`config.mk`:
```
export PLATFORM = sky130hd
export DESIGN_NAME = p2hc_div
export DESIGN_NICKNAME = d
export VERILOG_FILES = /design/src/rtl/p2hc_pkg.sv /design/src/rtl/p2hc_div.sv
export SDC_FILE = /design/constraint.sdc
export NUM_CORES = 2
export LEC_CHECK = 0
export BUFFER_PORTS_ARGS = -buffer_cell sky130_fd_sc_hd__buf_2
export CORE_MARGIN = 10
export CORE_UTILIZATION = 40
export DETAILED_ROUTE_END_ITERATION = 8
export PLACE_DENSITY = 0.6
export SETUP_SLACK_MARGIN = 0.4
export SYNTH_ARGS = -nofsm -noshare
export SYNTH_HDL_FRONTEND = slang
export SYNTH_SLANG_ARGS = --single-unit
export TNS_END_PERCENT = 50
```
`constraint.sdc`:
```
create_clock -name i_clk -period 4.5 [get_ports i_clk]
set_input_delay 0.45 -clock i_clk [delete_from_list [all_inputs] [get_ports i_clk]]
set_output_delay 0.45 -clock i_clk [all_outputs]
set_load 0.05 [all_outputs]
```
`src/rtl/p2hc_pkg.sv`:
```
`default_nettype none
package p2hc_pkg;

    // field widths
    localparam int IN_W       = 16;
    localparam int HEX_Q_W    = 16;
    localparam int HEX_R_W    = 16;
    localparam int HEX_S_W    = 17;
    localparam int IN_TDATA_W = 32;
    localparam int OUT_TDATA_W = 56;
    localparam int OUT_PAD_W  = OUT_TDATA_W - HEX_Q_W - HEX_R_W - HEX_S_W;

    // cell size register, unsigned q8.8
    localparam int SIZE_W = 16;
    localparam logic [SIZE_W-1:0] SIZE_MIN   = 16'd256;
    localparam logic [SIZE_W-1:0] SIZE_RESET = 16'd2560;
    // size is at least 2^SIZE_SKIP, so the top quotient bits are always zero
    localparam int SIZE_SKIP = 8;

    // q1.16 constants
    localparam int K_W = 17;
    localparam logic signed [K_W-1:0] K_TWO_THIRDS  = 17'sd43691;
    localparam logic signed [K_W-1:0] K_ONE_THIRD   = 17'sd21845;
    localparam logic signed [K_W-1:0] K_SQRT3_THIRD = 17'sd37837;

    // products and numerators in q.16 pixel units
    localparam int PROD_W = K_W + IN_W;
    // magnitude of any numerator stays below 2^31
    localparam int MAG_W  = 31;

endpackage
`default_nettype wire

```
`src/rtl/p2hc_div.sv`:
```
`default_nettype none
// pipelined restoring divider, one quotient bit per stage
module p2hc_div #(
    parameter int FRACTION_BITS = 16
) (
    input  wire logic                                         i_clk,
    input  wire logic                                         i_en,
    input  wire logic [p2hc_pkg::MAG_W-1:0]                   i_mag,
    input  wire logic                                         i_neg,
    input  wire logic [p2hc_pkg::SIZE_W-1:0]                  i_divisor,
    output logic      [p2hc_pkg::MAG_W+FRACTION_BITS-17:0]    o_quo,
    output logic                                              o_neg
);

    localparam int SW = p2hc_pkg::SIZE_W;
    localparam int DW = p2hc_pkg::MAG_W + FRACTION_BITS - p2hc_pkg::SIZE_SKIP;
    localparam int QW = DW - p2hc_pkg::SIZE_SKIP;

    logic [DW-1:0] w_dividend;

    logic [SW-1:0] w_rem_in  [QW];
    logic [QW-1:0] w_work_in [QW];
    logic          w_neg_in  [QW];

    logic [SW-1:0] r_rem  [QW];
    logic [SW-1:0] n_rem  [QW];
    logic [QW-1:0] r_work [QW];
    logic [QW-1:0] n_work [QW];
    logic          r_neg  [QW];

    assign w_dividend = DW'(i_mag) << (FRACTION_BITS - p2hc_pkg::SIZE_SKIP);

    // top bits are below the divisor, so they seed the remainder directly
    assign w_rem_in[0]  = SW'(w_dividend[DW-1 -: p2hc_pkg::SIZE_SKIP]);
    assign w_work_in[0] = w_dividend[QW-1:0];
    assign w_neg_in[0]  = i_neg;

    for (genvar g = 0; g < QW; g++) begin : g_stage
        logic [SW:0] w_trial;
        logic [SW:0] w_diff;

        if (g > 0) begin : g_link
            assign w_rem_in[g]  = r_rem[g-1];
            assign w_work_in[g] = r_work[g-1];
            assign w_neg_in[g]  = r_neg[g-1];
        end

        always_comb begin
            w_trial   = {w_rem_in[g], w_work_in[g][QW-1]};
            w_diff    = w_trial - {1'b0, i_divisor};
            n_rem[g]  = w_diff[SW] ? w_trial[SW-1:0] : w_diff[SW-1:0];
            n_work[g] = {w_work_in[g][QW-2:0], ~w_diff[SW]};
        end

        always_ff @(posedge i_clk) begin
            if (i_en) begin
                r_rem[g]  <= n_rem[g];
                r_work[g] <= n_work[g];
                r_neg[g]  <= w_neg_in[g];
            end
        end
    end

    assign o_quo = r_work[QW-1];
    assign o_neg = r_neg[QW-1];

endmodule
`default_nettype wire
```
# Word-level counts from Yosys, hierarchy flattened

Memories as Yosys holds them, arrays and structs flattened.
Index checks and enable logic that the tools add are counted.

Flip-flop bits (word level): 0
RAM bits: 1488
Input bits: 50
Word-level logic and storage cells: 98
Memories: 3

Memories:

| name   | depth | bits a word | read ports | clocked after memory_dff | write ports | line           | text |
|---|---|---|---|---|---|---|---|
| r_work | 31    | 31          | 31         | 0                        | 31          | p2hc_div.sv:27 | `logic [QW-1:0] r_work [QW];` |
| r_rem  | 31    | 16          | 30         | 0                        | 31          | p2hc_div.sv:25 | `logic [SW-1:0] r_rem [QW];` |
| r_neg  | 31    | 1           | 31         | 0                        | 31          | p2hc_div.sv:29 | `logic r_neg [QW];` |

$add $sub $neg: 31
Mux-type cells: 33
Bitwise logic cells: 31

Operators with widths:

| kind           | count |
|---|---|
| $sub 17x16->17 | 30 |
| $mux 16        | 31 |
| $not 1->1      | 31 |
| $sub 9x16->17  | 1 |
| $mux 1         | 2 |

# Depth between registers and ports, before layout

An unclocked memory read counts as a cell.

Depth in word-level cells: 3
Depth in mapped cells: 13
Mapped depth without buffers: 11

# Least setup slack after synthesis

No wires, ideal clock.

Kind: input -> register
Start: input i_divisor[1] in the netlist's numbering
End: memory r_rem[12][23] in the netlist's numbering, data pin
Library setup time: 0.260 ns
Arrival: 3.873 ns
Required time: 4.240 ns
Setup slack: 0.367 ns
Stages on the path: 11
Path through: inv_1 fa_1 a211oi_1 o21bai_1 o31ai_1 nor2_1 or3_1 a21oi_1 xnor2_1 clkbuf_1 mux2_2

RTL lines:

| what               | line           | text |
|---|---|---|
| start: declaration | p2hc_div.sv:10 | `input wire logic [p2hc_pkg::SIZE_W-1:0] i_divisor,` |
| end: declaration   | p2hc_div.sv:25 |  |

==> summary.md <==
| Metric | Value |
|---|---|
| Buf+Inv Stages, Crit Path | 2 |
| Share of post-route cells with drive strength above 1 | approximately 16% |
| CP Launch Type | register |
| Finished Core Util | a little under half |
| # Max-Cap Violations | 0 |
| Clk Tree Root Cell | clkbuf_16 |
| Mean Syn Cell Area | ~14 um2 |
| WS Path Type | register to register |
| Worst Skew | around 26 ps |
| Drt first pass iters | 5 |
| Fillers | 14400 |
| Synth top area share | 58.0% |
| Die extent in y | 424 um |
| Initial Util | 40.2% |
| Initial antenna violation count | 1 |
| Total grt overflow | 0 |
| Number of synthesized register bits | 1260 |
| Worst slew pin tran | ~1100 ps |
| Routed Antenna Nets | 0 |
| Worst min-delay path category | input port to register |
| Drc violations | 0 |
| Pleak | roughly 0.028 uW |
| RSZ-0062 raised after global routing | no |
| Average wire per standard cell | between 15 and 20 um |
| Slew Limit Fails | 0 |
| N_diodes | 0 |
| Worst R2R Start | r_work[4][61] |
| Post-route minimum period | 3750 ps |
| Syn Std Cell Area | ~65000 um2 |
| Crit path DAT | between 4000 and 5000 ps |
| Hold path start | i_mag[22] |
| Hold WS | around 100 ps |
| Rows | 148 |
| CTS Buf Count | ~150 |
| Commonest cells after routing, fill and taps aside | edfxtp_1, ha_1, mux2_2 |
| TritonCTS clock tree | done |
| Clock-pin slew on the worst setup and hold paths | about 60 ps |
| Max stage delay on crit path | 420 ps |
| Vias in the first global route | roughly 39000 |
| Final #Nets | approximately 5700 |
| Hold Fails Final Rpt | 0 |
| Power density cells | approximately 760 nW/um2 |
| Max FO, Critical Path | 17 |
| Top post-synthesis cells by area | edfxtp_1, ha_1, mux2_2, xnor2_1, a21oi_1 |
| Synth Instances | between 4000 and 5000 |
| CTS sink count | between 1000 and 1500 |
| Post-synth EDFFs | between 1000 and 1500 |
| Post-synthesis sequential area ratio | between 50% and 60% |
| Die outline area | around 180000 um2 |
| First-pass GRT wire length | between 200000 and 250000 um |
| Ys async rst share | 0% |
| Final Cycle Share | 83.3% |
| CP startpoint | r_work[4][61] |
| GPL Wtd Cong | around 0.86 |
| Total GRT Usage | 14.2% |
| Htree depth | 4 |
| Synth area leader | edfxtp_1 |
| Clock Path Buffers | 3 |
| CP Capture Type | register |
| Vias/cell | between 5 and 6 |
| CTS resizes | 0 |
| Final HPWL DP | a little under 90000 um |
| Core area | approximately 160000 um2 |
| Distinct cells, synth | 78 |
| Primary flip-flop cell chosen by synthesis mapping | edfxtp_1 |
| Non-Filler Instances | 7400 |
| Chip Width | 424 um |
| CP max-delay cell | or4_1 |
| Total number of vias | approximately 39000 |
| Status | completed |
| I/O Pins | 82 |
| Required time worst endpoint | roughly 5000 ps |
| Max transition margin | approximately 29% |
| Post-Route WL | around 130000 um |
| Fmax | around 270 MHz |
| Starting DRT DRC Count | 2662 |
| Area grow syn2layout | 14.1% |
| Final setup fails | 0 |
| Inst Count DP | about 7000 |
| Commonest non-fill, non-tap cell in the layout | edfxtp_1 |
| Worst-Skew Late Latency | 780 ps |
| Internal reg-to-reg setup slack | 750 ps |
| Largest net degree at the start of global routing | approximately 130 |
| Peak VDD IR | 0.000419 V |
| Critical Path, Cell by Cell | inv_1 > ha_1 > fa_1 > nor2b_4 > o31a_1 > or4_1 > a31o_1 > a221o_1 > a21oi_2 > xor2_4 > buf_12 > mux2_2 |
| CP top delay family | compound AO/OA/AOI/OAI gates |
| Port Buf Inserts | approximately 80 |
| Synth Warn # | 0 |
| Setup TNS Final | 0 ps |
==> what timing repair did <==
item | in CTS | in global routing
hold endpoints to repair | 30 | 0
setup buffers | 0 | 0
hold buffers | 30 | 0
==> worst reg2reg max path, delay by kind of cell, from the launching register on <==
kind,cells,cell delay (ps)
muxes,1,350
buffers and inverters,2,390
AOI/OAI and AO/OA,4,1220
xor gates and xnor gates,1,180
DFF,1,370
adders and majority gates,2,520
and+or+nand+nor,2,480
==> sequential cells by signal, indices dropped and copies added (netlist names) <==
signal and flops:
r_rem 480, r_neg 31, r_work 749
==> logic make-up after synthesis <==
group | Yosys count | synth area share, %
buf+inv | 211 | 1.32
mux | 441 | 7.59
flops | 1260 | 58.0
simple gates | 891 | 6.75
xor+xnor | 349 | 4.74
other cells | 1 | 0.00574
fa+ha+maj | 511 | 10.1
compound gates | 1158 | 11.5
==> Yosys cell counts, drive strengths merged, types with 11 or more instances <==
master / n
edfxtp: 1260
a21o: 119
a211oi: 43
inv: 125
nor3: 55
buf: 28
mux2i: 49
a21boi: 22
a31oi: 26
o21ai: 256
and3: 25
nor2b: 75
o31a: 25
o21a: 79
nand2b: 70
a41oi: 12
nor4: 14
a21oi: 341
o211ai: 26
or3: 15
nand2: 196
and2: 11
o31ai: 39
xor2: 133
nor3b: 11
or2: 13
a211o: 15
a2111oi: 11
a221o: 11
clkbuf: 58
ha: 481
xnor2: 216
o21bai: 26
o2111ai: 15
nor2: 250
nand4: 37
nand3: 81
fa: 30
a311o: 11
mux2: 392
==> layout make-up <==
cell class | instances | area, um2 | share of cell area, %
clock buffer | 169 | 3800 | 5.11
clock inverter | 98 | 987 | 1.33
inverter | 125 | 473 | 0.635
multi-input combinational | 3353 | 26700 | 35.8
sequential | 1260 | 37800 | 50.8
tap | 2175 | 2720 | 3.66
timing repair buffer | 220 | 1960 | 2.64
==> stage by stage <==
| step | total power [uW] | cell area, um2 | setup WS (ps) |
|---|---|---|---|
| 2_1_floorplan | 38900 | 65300 | 411 |
| 3_3_place_gp | 44400 | 69400 | 306 |
| 3_5_place_dp | 44800 | 69400 | 303 |
| 4_1_cts | 57000 | 74500 | 771 |
| 5_1_grt | 60500 | 74500 | 546 |
| 6_report | 56500 | 74500 | 750 |
==> final timing paths <==
check | depth (start not counted) | endpoint
min reg2reg | 0 | r_work[12][17]
max reg2reg | 12 | r_rem[5][15]
min | 3 | r_rem[0][0]
max | 12 | r_rem[5][15]
==> where the power goes <==
part / leakage [uW] / total, uW / switching [uW] / internal, uW
Clock: 0.00234 / 11800 / 4890 / 6920
Sequential: 0.0123 / 19400 / 1690 / 17700
Combinational: 0.0135 / 25300 / 12600 / 12800
Total: 0.0281 / 56500 / 19100 / 37400
==> metal layers <==
metal | routed length [um] | GRT usage, % | up-vias
met1 | 60700 | 18.9 | 18900
met5 | 0 | 0 | -
li1 | - | - | 19300
met2 | 62200 | 23.7 | 776
met3 | 5540 | 2.55 | 244
met4 | 3500 | 4.46 | 0
Note: power is estimated with default switching activity, not from simulation.
